`config.mk`:
```
export PLATFORM = sky130hd
export DESIGN_NAME = wrs_back
export DESIGN_NICKNAME = d
export VERILOG_FILES = /design/src/sv/wrs_pkg.sv /design/src/sv/wrs_div.sv /design/src/sv/wrs_back.sv
export SDC_FILE = /design/constraint.sdc
export NUM_CORES = 2
export LEC_CHECK = 0
export BUFFER_PORTS_ARGS = -buffer_cell sky130_fd_sc_hd__buf_2
export CAP_MARGIN = 20
export CORE_UTILIZATION = 45
export DETAILED_ROUTE_END_ITERATION = 10
export GPL_ROUTABILITY_DRIVEN = 1
export PLACE_DENSITY_LB_ADDON = 0.05
export SLEW_MARGIN = 30
export SYNTH_ARGS = -nofsm -noshare
export SYNTH_HDL_FRONTEND = slang
export SYNTH_SLANG_ARGS = --single-unit
```
`constraint.sdc`:
```
create_clock -name clk -period 30.6 [get_ports clk]
set_input_delay 3.06 -clock clk [delete_from_list [all_inputs] [get_ports clk]]
set_output_delay 3.06 -clock clk [all_outputs]
set_load 0.03 [all_outputs]
```
`src/sv/wrs_pkg.sv`:
```
// ----------------------------------------------------------------------------
// wrs_pkg
// Shared types and constants of the weighted residual statistics unit.
// ----------------------------------------------------------------------------
package wrs_pkg;

	// queue between front and back
	localparam int QDEPTH = 4;
	localparam int QAW    = $clog2(QDEPTH);
	localparam int QCW    = $clog2(QDEPTH + 1);

	// back end iterative units
	localparam int MUL_W       = 52;
	localparam int DIV_W       = 2 * MUL_W;
	localparam int SQRT_STEPS  = 32;

	localparam logic [31:0] INVALID_Q16 = 32'd65535345;
	localparam logic [39:0] ONE_SECOND  = 40'd65536;

	localparam logic RESULT_EVENT = 1'b0;
	localparam logic RESULT_DATA  = 1'b1;

	localparam logic REG_ZERO_WEIGHT  = 1'b0;
	localparam logic REG_EFF_UNKNOWNS = 1'b1;

	localparam logic [12:0] EFF_UNKNOWNS_RST = 13'd4;

	// one closed event, plus data totals when the data set ends with it
	typedef struct packed {
		logic               data_end;
		logic signed [39:0] ews;
		logic [63:0]        esq;
		logic [8:0]         ecnt;
		logic signed [51:0] tws;
		logic [63:0]        tsq;
		logic [18:0]        tcnt;
	} entry_t;

	typedef struct packed {
		logic               kind;
		logic signed [23:0] mean;
		logic [23:0]        rms;
		logic               norm;
		logic               susp;
		logic [8:0]         obs;
		logic [31:0]        dvar;
		logic [31:0]        msq;
		logic               dvalid;
		logic               last;
	} result_t;

	typedef enum logic [3:0] {
		ST_IDLE,
		ST_EV_START,
		ST_EV_MUL,
		ST_EV_DIV_S2,
		ST_EV_DIV_VAR,
		ST_EV_SQRT,
		ST_EV_DIV_MEAN,
		ST_EV_EMIT,
		ST_DT_START,
		ST_DT_MUL,
		ST_DT_DIV_S2,
		ST_DT_DIV_VAR,
		ST_DT_DIV_MSQ,
		ST_DT_EMIT
	} bst_t;

endpackage

```
`src/sv/wrs_div.sv`:
```
// ----------------------------------------------------------------------------
// wrs_div
// Restoring divider, one quotient bit per cycle.
// ----------------------------------------------------------------------------
module wrs_div import wrs_pkg::*; (
	input  logic             clk,
	input  logic             arst_n,
	input  logic             start,
	input  logic [DIV_W-1:0] dividend,
	input  logic [18:0]      divisor,
	output logic             done,
	output logic [DIV_W-1:0] quotient
);

	localparam int DIV_CW = $clog2(DIV_W);

	logic [DIV_W-1:0]  dvd_q;
	logic [18:0]       rem_q, dsr_q;
	logic [DIV_CW-1:0] cnt_q;
	logic              busy_q, done_q;
	logic [19:0]       trial;
	logic              qbit;

	assign trial = {rem_q, dvd_q[DIV_W-1]};
	assign qbit  = (trial >= {1'b0, dsr_q});

	always_ff @(posedge clk) begin
		if (start) begin
			dvd_q <= dividend;
			rem_q <= '0;
			dsr_q <= divisor;
		end else if (busy_q) begin
			rem_q <= qbit ? 19'(trial - {1'b0, dsr_q}) : trial[18:0];
			dvd_q <= {dvd_q[DIV_W-2:0], qbit};
		end
	end

	always_ff @(posedge clk or negedge arst_n) begin
		if (!arst_n) begin
			busy_q <= 1'b0;
			done_q <= 1'b0;
			cnt_q  <= '0;
		end else begin
			done_q <= 1'b0;
			if (start) begin
				busy_q <= 1'b1;
				cnt_q  <= '0;
			end else if (busy_q) begin
				cnt_q <= cnt_q + 1'b1;
				if (cnt_q == DIV_CW'(DIV_W - 1)) begin
					busy_q <= 1'b0;
					done_q <= 1'b1;
				end
			end
		end
	end

	assign done     = done_q;
	assign quotient = dvd_q;

endmodule

```
`src/sv/wrs_back.sv`:
```
// ----------------------------------------------------------------------------
// wrs_back
// Turns closed events into event and data summaries: shift-add square,
// shared divider, bit-pair square root, one-word output register.
// ----------------------------------------------------------------------------
module wrs_back import wrs_pkg::*; (
	input  logic        clk,
	input  logic        arst_n,
	input  logic        fifo_empty,
	input  entry_t      fifo_head,
	output logic        fifo_pop,
	input  logic [18:0] zero_weight_count,
	input  logic [12:0] effective_unknowns,
	input  logic        pop,
	output logic        empty,
	output result_t     result
);

	localparam int MCW = $clog2(MUL_W);
	localparam int SCW = $clog2(SQRT_STEPS);

	bst_t state_q, state_d;

	entry_t           ent_q;
	result_t          res_q, out_q;
	logic             out_valid_q;
	logic [18:0]      n_q;
	logic [MUL_W-1:0] a_q;
	logic [DIV_W-1:0] mc_q, prod_q;
	logic [MUL_W-1:0] mp_q;
	logic [MCW-1:0]   mcnt_q;
	logic [63:0]      diff_q;
	logic [63:0]      sv_q, sres_q, sbit_q;
	logic [SCW-1:0]   scnt_q;
	logic             dgo_q;

	logic             mul_init, div_start, div_done, out_load, in_div;
	logic [MUL_W-1:0] mul_a;
	logic [DIV_W-1:0] div_dvd, div_q;
	logic [18:0]      div_dsr;
	logic [39:0]      ews_mag;
	logic [51:0]      tws_mag;
	logic [19:0]      ev_d, dt_d;
	logic             ev_ok, dt_ok;
	logic [63:0]      s2_sat, sq_sel, diff_d, sroot_t;

	function automatic logic [23:0] sat_mean(input logic neg, input logic [39:0] mag);
		if (neg)
			sat_mean = (mag > 40'h800000) ? 24'h800000 : 24'(-mag[23:0]);
		else
			sat_mean = (mag > 40'h7FFFFF) ? 24'h7FFFFF : mag[23:0];
	endfunction

	function automatic logic [23:0] sat24(input logic [47:0] v);
		sat24 = (v[47:24] != '0) ? '1 : v[23:0];
	endfunction

	function automatic logic [31:0] sat32(input logic [47:0] v);
		sat32 = (v[47:32] != '0) ? '1 : v[31:0];
	endfunction

	assign ews_mag = ent_q.ews[39] ? 40'(-ent_q.ews) : 40'(ent_q.ews);
	assign tws_mag = ent_q.tws[51] ? 52'(-ent_q.tws) : 52'(ent_q.tws);
	assign ev_d    = {11'd0, ent_q.ecnt} - {1'b0, zero_weight_count};
	assign dt_d    = {1'b0, ent_q.tcnt} - {1'b0, zero_weight_count};
	assign ev_ok   = !ev_d[19] && (ev_d[18:0] > 19'd1);
	assign dt_ok   = !dt_d[19] && (dt_d[18:0] > {6'd0, effective_unknowns});

	// floor(a^2/n), held at all ones when it passes 64 bits
	assign s2_sat  = (div_q[DIV_W-1:64] != '0) ? '1 : div_q[63:0];
	assign sq_sel  = (state_q == ST_EV_DIV_S2) ? ent_q.esq : ent_q.tsq;
	assign diff_d  = (sq_sel > s2_sat) ? sq_sel - s2_sat : '0;
	assign sroot_t = sres_q + sbit_q;

	assign in_div = (state_q == ST_EV_DIV_S2) || (state_q == ST_EV_DIV_VAR) ||
	                (state_q == ST_EV_DIV_MEAN) || (state_q == ST_DT_DIV_S2) ||
	                (state_q == ST_DT_DIV_VAR) || (state_q == ST_DT_DIV_MSQ);

	wrs_div u_div (
		.clk      (clk),
		.arst_n   (arst_n),
		.start    (div_start),
		.dividend (div_dvd),
		.divisor  (div_dsr),
		.done     (div_done),
		.quotient (div_q)
	);

	always_ff @(posedge clk or negedge arst_n) begin
		if (!arst_n)
			state_q <= ST_IDLE;
		else
			state_q <= state_d;
	end

	always_comb begin
		state_d   = state_q;
		fifo_pop  = 1'b0;
		mul_init  = 1'b0;
		mul_a     = {12'd0, ews_mag};
		div_start = in_div && !dgo_q;
		div_dvd   = prod_q;
		div_dsr   = n_q;
		out_load  = 1'b0;
		case (state_q)
			ST_IDLE: begin
				if (!fifo_empty) begin
					fifo_pop = 1'b1;
					state_d  = ST_EV_START;
				end
			end
			ST_EV_START: begin
				if (ev_ok) begin
					mul_init = 1'b1;
					state_d  = ST_EV_MUL;
				end else begin
					state_d = ST_EV_EMIT;
				end
			end
			ST_EV_MUL: begin
				if (mcnt_q == MCW'(MUL_W - 1))
					state_d = ST_EV_DIV_S2;
			end
			ST_EV_DIV_S2: begin
				if (div_done)
					state_d = ST_EV_DIV_VAR;
			end
			ST_EV_DIV_VAR: begin
				div_dvd = {{(DIV_W-64){1'b0}}, diff_q};
				div_dsr = n_q - 19'd1;
				if (div_done)
					state_d = ST_EV_SQRT;
			end
			ST_EV_SQRT: begin
				if (scnt_q == SCW'(SQRT_STEPS - 1))
					state_d = ST_EV_DIV_MEAN;
			end
			ST_EV_DIV_MEAN: begin
				div_dvd = {{(DIV_W-MUL_W){1'b0}}, a_q};
				if (div_done)
					state_d = ST_EV_EMIT;
			end
			ST_EV_EMIT: begin
				if (!out_valid_q || pop) begin
					out_load = 1'b1;
					state_d  = ent_q.data_end ? ST_DT_START : ST_IDLE;
				end
			end
			ST_DT_START: begin
				mul_a = tws_mag;
				if (dt_ok) begin
					mul_init = 1'b1;
					state_d  = ST_DT_MUL;
				end else begin
					state_d = ST_DT_EMIT;
				end
			end
			ST_DT_MUL: begin
				if (mcnt_q == MCW'(MUL_W - 1))
					state_d = ST_DT_DIV_S2;
			end
			ST_DT_DIV_S2: begin
				if (div_done)
					state_d = ST_DT_DIV_VAR;
			end
			ST_DT_DIV_VAR: begin
				div_dvd = {{(DIV_W-64){1'b0}}, diff_q};
				div_dsr = n_q - {6'd0, effective_unknowns};
				if (div_done)
					state_d = ST_DT_DIV_MSQ;
			end
			ST_DT_DIV_MSQ: begin
				div_dvd = {{(DIV_W-64){1'b0}}, diff_q};
				if (div_done)
					state_d = ST_DT_EMIT;
			end
			ST_DT_EMIT: begin
				if (!out_valid_q || pop) begin
					out_load = 1'b1;
					state_d  = ST_IDLE;
				end
			end
			default: state_d = ST_IDLE;
		endcase
	end

	always_ff @(posedge clk or negedge arst_n) begin
		if (!arst_n) begin
			dgo_q       <= 1'b0;
			out_valid_q <= 1'b0;
			mcnt_q      <= '0;
			scnt_q      <= '0;
		end else begin
			if (div_start)
				dgo_q <= 1'b1;
			else if (div_done)
				dgo_q <= 1'b0;
			if (out_load)
				out_valid_q <= 1'b1;
			else if (pop)
				out_valid_q <= 1'b0;
			if (mul_init)
				mcnt_q <= '0;
			else if (state_q == ST_EV_MUL || state_q == ST_DT_MUL)
				mcnt_q <= mcnt_q + 1'b1;
			if (state_q == ST_EV_DIV_VAR && div_done)
				scnt_q <= '0;
			else if (state_q == ST_EV_SQRT)
				scnt_q <= scnt_q + 1'b1;
		end
	end

	always_ff @(posedge clk) begin
		if (fifo_pop)
			ent_q <= fifo_head;

		// shift-add square of the sum magnitude
		if (mul_init) begin
			a_q    <= mul_a;
			mc_q   <= {{(DIV_W-MUL_W){1'b0}}, mul_a};
			mp_q   <= mul_a;
			prod_q <= '0;
		end else if (state_q == ST_EV_MUL || state_q == ST_DT_MUL) begin
			if (mp_q[0])
				prod_q <= prod_q + mc_q;
			mc_q <= {mc_q[DIV_W-2:0], 1'b0};
			mp_q <= {1'b0, mp_q[MUL_W-1:1]};
		end

		if ((state_q == ST_EV_DIV_S2 || state_q == ST_DT_DIV_S2) && div_done)
			diff_q <= diff_d;

		// bit-pair integer square root
		if (state_q == ST_EV_DIV_VAR && div_done) begin
			sv_q   <= div_q[63:0];
			sres_q <= '0;
			sbit_q <= 64'h4000_0000_0000_0000;
		end else if (state_q == ST_EV_SQRT) begin
			if (sv_q >= sroot_t) begin
				sv_q   <= sv_q - sroot_t;
				sres_q <= (sres_q >> 1) + sbit_q;
			end else begin
				sres_q <= sres_q >> 1;
			end
			sbit_q <= sbit_q >> 2;
		end

		case (state_q)
			ST_EV_START: begin
				n_q          <= ev_d[18:0];
				res_q.kind   <= RESULT_EVENT;
				res_q.obs    <= ent_q.ecnt;
				res_q.dvar   <= '0;
				res_q.msq    <= '0;
				res_q.dvalid <= 1'b0;
				res_q.last   <= !ent_q.data_end;
				res_q.norm   <= ev_ok;
				res_q.mean   <= sat_mean(ent_q.ews[39], ews_mag);
				res_q.rms    <= sat24(ent_q.esq[63:16]);
				res_q.susp   <= (ews_mag > ONE_SECOND);
			end
			ST_EV_DIV_MEAN: begin
				if (div_done) begin
					res_q.mean <= sat_mean(ent_q.ews[39], div_q[39:0]);
					res_q.rms  <= sat24(sres_q[47:0]);
					res_q.susp <= (div_q[39:0] > ONE_SECOND);
				end
			end
			ST_DT_START: begin
				n_q          <= dt_d[18:0];
				res_q.kind   <= RESULT_DATA;
				res_q.mean   <= '0;
				res_q.rms    <= '0;
				res_q.norm   <= 1'b0;
				res_q.susp   <= 1'b0;
				res_q.obs    <= '0;
				res_q.last   <= 1'b1;
				res_q.dvalid <= dt_ok;
				res_q.dvar   <= INVALID_Q16;
				res_q.msq    <= INVALID_Q16;
			end
			ST_DT_DIV_VAR: begin
				if (div_done)
					res_q.dvar <= sat32(div_q[63:16]);
			end
			ST_DT_DIV_MSQ: begin
				if (div_done)
					res_q.msq <= sat32(div_q[63:16]);
			end
			default: ;
		endcase

		if (out_load)
			out_q <= res_q;
	end

	assign empty  = !out_valid_q;
	assign result = out_q;

	a_pop_idle_only: assert property (@(posedge clk) disable iff (!arst_n)
		fifo_pop |-> (state_q == ST_IDLE))
		else $error("queue read outside idle");

	a_div_one_job: assert property (@(posedge clk) disable iff (!arst_n)
		div_start |-> !dgo_q)
		else $error("divider restarted while running");

	a_load_free: assert property (@(posedge clk) disable iff (!arst_n)
		out_load |-> (!out_valid_q || pop))
		else $error("output register overwritten");

endmodule
```
# After elaboration in Yosys (flattened, before gate mapping)

Cells that the tools add are included.

Bits in registers: 1224
Bits of input ports: 285
Output and inout bits: 128
Word-level logic and storage cells: 223

$add $sub $neg: 17
Order comparisons: 11
Equality and inequality tests: 28
Multiplexer cells: 78
Reduce and logical (&&, ||, !) cells: 41

Operator list:

| operator                                                                | number |
|---|---|
| 64-bit 2-to-1 mux                                                       | 6 |
| 52-bit 2-to-1 mux                                                       | 6 |
| 104-bit 2-to-1 mux                                                      | 2 |
| 104-bit case mux with 2 select lines                                    | 1 |
| 24-bit 2-to-1 mux                                                       | 8 |
| 32-bit case mux with 3 select lines                                     | 2 |
| 48-bit case mux with 3 select lines                                     | 1 |
| 64-bit subtractor                                                       | 2 |
| 104-bit adder                                                           | 1 |
| 40-bit by 17-bit > comparator with 1-bit output (second input constant) | 2 |
| 40-bit by 23-bit > comparator with 1-bit output (second input constant) | 2 |
| 40-bit by 24-bit > comparator with 1-bit output (second input constant) | 2 |
| 19-bit case mux with 2 select lines                                     | 2 |
| 63-bit by 63-bit adder with 64-bit output                               | 1 |
| 64-bit by 63-bit adder with 64-bit output                               | 1 |
| 64-bit >= comparator                                                    | 1 |
| 64-bit > comparator                                                     | 1 |
| 32-bit 2-to-1 mux                                                       | 2 |
| 4-bit case mux with 14 select lines                                     | 1 |
| 4-bit 2-to-1 mux                                                        | 13 |
| 52-bit negator                                                          | 1 |
| 48-bit 2-to-1 mux                                                       | 1 |
| 24-bit negator                                                          | 2 |
| 24-bit nonzero test                                                     | 2 |
| other kinds (44)                                                        | 112 |

# Logic depth before layout (Yosys ltp)

Depth in word-level cells: 8
Gate-level depth with buffers: 28
Depth with buffers taken out: 27

# Cells and area by module

A second synthesis with hierarchy kept.

Cells, all modules: 7462
Area, all modules: 72578.4 µm²

Modules (own cells, without submodules):

| module   | instances | cells an instance | area an instance (µm²) | sequential area each (µm²) |
|---|---|---|---|---|
| wrs_back | 1         | 6913              | 65201.3                | 29613.4 |
| wrs_div  | 1         | 549               | 7377.1                 | 4299.1 |

# Worst setup path before layout

Ideal clock, no wire load.

Kind: input to output
Start: in fifo_empty
End: out fifo_pop
Arrival: 29.682 ns
Data required time: 27.540 ns
Setup slack: -2.142 ns
Stages: 1
Buffers on the path: 0
Path through: nor4b_1

Cells in the longest elaborated chain, start to end: 2

RTL lines:

| what               | line            | text |
|---|---|---|
| start: declaration | wrs_back.sv:9   | `input logic fifo_empty,` |
| 1-bit 2-to-1 mux   | wrs_back.sv:107 | `if (!fifo_empty) begin` |
| 1-bit 2-to-1 mux   | wrs_back.sv:105 | `case (state_q)` |
| end: declaration   | wrs_back.sv:11  | `output logic fifo_pop,` |

Every way passes these cells.

# Worst setup path after layout

Start: in zero_weight_count[0]
End: reg mc_q[4] (enable)

Cells in the longest elaborated chain, start to end: 6
Elaborated cells on any way between the ends: 12
Those cells by class: add/sub: 2; order compare: 2; mux: 3; reduce/logical: 5

RTL lines:

| what                                                                                                            | line                             | text |
|---|---|---|
| start: declaration                                                                                              | wrs_back.sv:12                   | `input logic [18:0] zero_weight_count,` |
| 19-bit by 19-bit subtractor with 20-bit output or 9-bit by 19-bit subtractor with 20-bit output (tied branches) | wrs_back.sv:65, wrs_back.sv:64   |  |
| 19-bit by 13-bit > comparator with 1-bit output, or another cell as far along                                   | wrs_back.sv:67                   | `assign dt_ok = !dt_d[19] && (dt_d[18:0] > {6'd0, effective_unknowns});` |
| 1-bit logical AND, on equally long branches                                                                     | wrs_back.sv:67, wrs_back.sv:66   |  |
| 1-bit 2-to-1 mux, on equally long branches                                                                      | wrs_back.sv:151, wrs_back.sv:113 |  |
| 1-bit case mux with 2 select lines (*)                                                                          | wrs_back.sv:105                  |  |
| 2-bit nonzero test (no line) (*)                                                                                | -                                |  |
| end signal: assignment                                                                                          | wrs_back.sv:220                  | `mc_q <= {{(DIV_W-MUL_W){1'b0}}, mul_a};` |
| end signal: assignment                                                                                          | wrs_back.sv:226                  | `mc_q <= {mc_q[DIV_W-2:0], 1'b0};` |
| end: declaration                                                                                                | wrs_back.sv:29                   | `logic [DIV_W-1:0] mc_q, prod_q;` |

Every way passes the cells marked *; elsewhere a longest branch is shown, timed or not.
A chain may end at the register's enable or synchronous reset.

==> flow_summary.yaml <==
global_route:
  grt_pass1_wl_um: 336000
  grt.total_usage_pct: 27.7
  grt_pass1_vias: 53200
  gr-total-overflow: 0
  grt_max_degree: 109
  antenna_found_initial: 15
placed_design:
  port_buffers: 412
  placed_cells: 9475
  dp_hpwl_um: 169000
  globalplace.congestion: 0.925
route:
  routedWlPerCell_um: 23.2
  vias: 57200
  viasPerCell: 5.87
  drtAntennaViolNets: 0
  route.detailed.drc: 0
  routed.top_layer: "met4"
  drt_pass1_iterations: 6
  wl_um: 226000
  dr_wl_met3_um: 14700
  drt_iter0_drc: 5248
  wl_met1_um: 107000
  wl_met2_um: 99400
power_and_ir_drop:
  leakagePower_uw: 0.0304
  pwr_density_cell_nw_per_um2: 101
  ir_worst_vdd_mv: 0.0679
hold_path:
  hold_path.class: "reg2reg"
clock_tree:
  htreeDepth: 4
  cts_root_buffer: "clkbuf_16"
  cts_tree: "built"
  numClockSinks: 1224
  clk_latency_ns: 0.80
  post_cts_resized: 0
  ctsLongestPathBuffers: 3
  path_clk_slew_ns: 0.06
  post-cts-setup-buffers: 0
  numCtsBuffers: 143
  cts.hold.buffers_added: 0
worst_setup_path:
  crit_fanout: 73
  path_class: "in2reg"
  worstSetupEndpointType: "register"
  crit_arrival_ns: 8.83
  crit_required_ns: 31.00
  cp-start-kind: "input port"
layout:
  final_cells: 9741
  drive_gt1_share_pct: 11.8
  nets: 8233
  syn_to_final_growth_pct: 12.3
  n_fill_cell: 14600
yosys:
  synth_seq_cells: 1224
  synth_cell_type_count: 92
  syn_area_sq_um: 71000
  synth_edf_count: 927
  yosysSeqAreaShare_pct: 47.8
  synthesis.nets: 8022
  synth-main-ff-cell: "edfxtp_1"
  synthCells: 7352
  async_flop_share_pct: 2.12
  yosysWarnings: 0
  synth.avg_cell_area_sq_um: 9.66
floorplanning:
  ios: 413
  initial_core_util_pct: 45.4
  dieArea_sq_um: 159000
  die_x_um: 399
  num_rows: 145
  core_area_sq_um: 156000
  die-height_um: 399
sta:
  rsz0062_at_grt: "no"
  min_period_ns: 8.43
  slew_headroom_pct: 34.6
  min_period_over_period_pct: 27.6
  worst_pin_slew_ns: 0.981
  drv_slew: 0
  finClkSkew_ns: 0.0307
  timing.fmax_mhz: 119
  hold_viol_final: 0
  setup_viol: 0
  final.setup.tns_ns: 0
run:
  drv_cap: 0
status:
  status: "finished clean"
cell usage in the layout, fill, tap and decap left out, types with 112 or more instances in the layout:
cell type and instances:
clkbuf_16 147, nand4_1 121, ha_1 378, dfxtp_1 271, buf_2 412, edfxtp_1 927
nor2_1 730, a21o_1 176, nand2_1 876, xnor2_1 256, nand3_1 154, o21ai_0 346
inv_1 162, o21ai_1 187, mux2_2 112, a31oi_1 146, a21oi_1 669, xor2_1 254
power by group:
group	total [uW]	switching (uW)	internal, uW	leakage, uW
clock network	1780	720	1060	0.00237
logic	3330	2110	1220	0.0170
registers	2950	530	2420	0.0110
cell families after synthesis:
kind of cell | Yosys count | synth area share, %
buffers and inverters | 590 | 3.12
muxes | 196 | 3.06
DFF | 1224 | 47.8
adders and majority gates | 385 | 6.86
and+or+nand+nor | 2392 | 15.2
xor gates and xnor gates | 510 | 6.29
AOI/OAI and AO/OA | 2055 | 17.7
area by class of cell:
| class | count | area (sq um) | share of cell area [%] |
|---|---|---|---|
| sequential | 1224 | 33900 | 42.5 |
| clock inverter | 67 | 871 | 1.09 |
| timing repair buffer | 491 | 2720 | 3.41 |
| multi-input combinational | 5538 | 35000 | 43.9 |
| inverter | 165 | 624 | 0.783 |
| antenna | 4 | 10.0 | 0.0126 |
| tap | 2058 | 2570 | 3.23 |
| clock buffer | 194 | 4000 | 5.01 |
worst max-delay path, stage by stage:
cell and delay, ns:
buf_2 0.10, ha_1 0.17, inv_1 0.06, fa_1 0.39, a21o_1 0.20, a21oi_1 0.26, o21bai_1 0.15, o22a_1 0.24
a211o_1 0.31, a211oi_1 0.26, nor2_1 0.10, ha_1 0.32, a211oi_1 0.22, o2111ai_1 0.14, a31oi_1 0.24, nand3_1 0.13
o41ai_1 0.71, a2bb2o_4 0.28, buf_4 0.35, nand2b_4 0.46, buf_4 0.56
flip-flops by register name, indices dropped and copies added, names as in the netlist, 52 cells and up:
signal          cells
mc_q              104
a_q                52
mp_q               52
ent_q             249
diff_q             64
res_q             126
result            126
prod_q            104
sv_q               64
sres_q             64
u_div.quotient    104
Yosys cell counts (all sizes together) (14+ instances only):
cell | n | area, sq um
edfxtp | 927 | 27800
nand2 | 882 | 3310
nor2 | 734 | 2760
a21oi | 671 | 3360
o21ai | 533 | 2670
clkbuf | 385 | 1450
ha | 378 | 4730
dfxtp | 271 | 5430
xnor2 | 256 | 2240
xor2 | 254 | 2220
a21o | 179 | 1340
mux2 | 166 | 1870
inv | 164 | 616
nand3 | 155 | 776
a31oi | 146 | 913
nand4 | 121 | 757
nor3 | 89 | 445
nor2b | 68 | 425
nand2b | 67 | 419
nor4 | 62 | 388
o31ai | 60 | 469
o21bai | 58 | 435
o21a | 54 | 405
a22oi | 53 | 398
or3 | 50 | 333
a211oi | 42 | 315
buf | 40 | 153
and3 | 38 | 238
o211ai | 35 | 263
or4 | 34 | 289
mux2i | 30 | 300
dfrtp | 26 | 651
o311ai | 24 | 210
o41ai | 23 | 209
and2 | 22 | 138
or2 | 20 | 125
a21boi | 17 | 128
o31a | 17 | 149
a31o | 16 | 140
o22ai | 15 | 93.8
and4 | 14 | 123
final timing paths:
kind | from | endpoint | slack (ns) | depth (start not counted)
worst max-delay path | zero_weight_count[0] | mc_q[4]$_DFFE_PP_ | 22.17 | 21
worst min-delay path | res_q[123]$_DFFE_PP_ | result[123]$_DFFE_PP_ | 0.41 | 0
worst max register to register | sres_q[2]$_SDFFE_PP0P_ | sv_q[3]$_DFFE_PP_ | 22.41 | 25
worst min register to register | res_q[123]$_DFFE_PP_ | result[123]$_DFFE_PP_ | 0.41 | 0
max in group asynchronous | arst_n | state_q[2]$_DFFE_PN0P_ | 27.74 | 1
min in group asynchronous | arst_n | mcnt_q[4]$_DFFE_PN0P_ | 2.36 | 1
routing by layer:
metal | vias up | global-route usage (%)
met5 | - | 0
met4 | 0 | 6.88
met3 | 254 | 3.38
met2 | 1893 | 42.4
met1 | 27600 | 41.3
li1 | 27400 | -
metrics by stage:
stage	total power, uW	instance area, sq um	hold WS (ns)	worst slack, ns	utilization [%]
after detailed placement	6250	74800	0.405	21.41	47.8
final	8060	79700	0.414	22.17	51.0
after global placement	6220	74800	0.402	21.42	47.8
after floorplan	5200	71000	0.400	10.89	-
after global routing	8540	79700	0.420	21.85	51.0
after CTS	8060	79700	0.418	22.25	50.9
No activity file was read; power rests on OpenSTA's default activity.
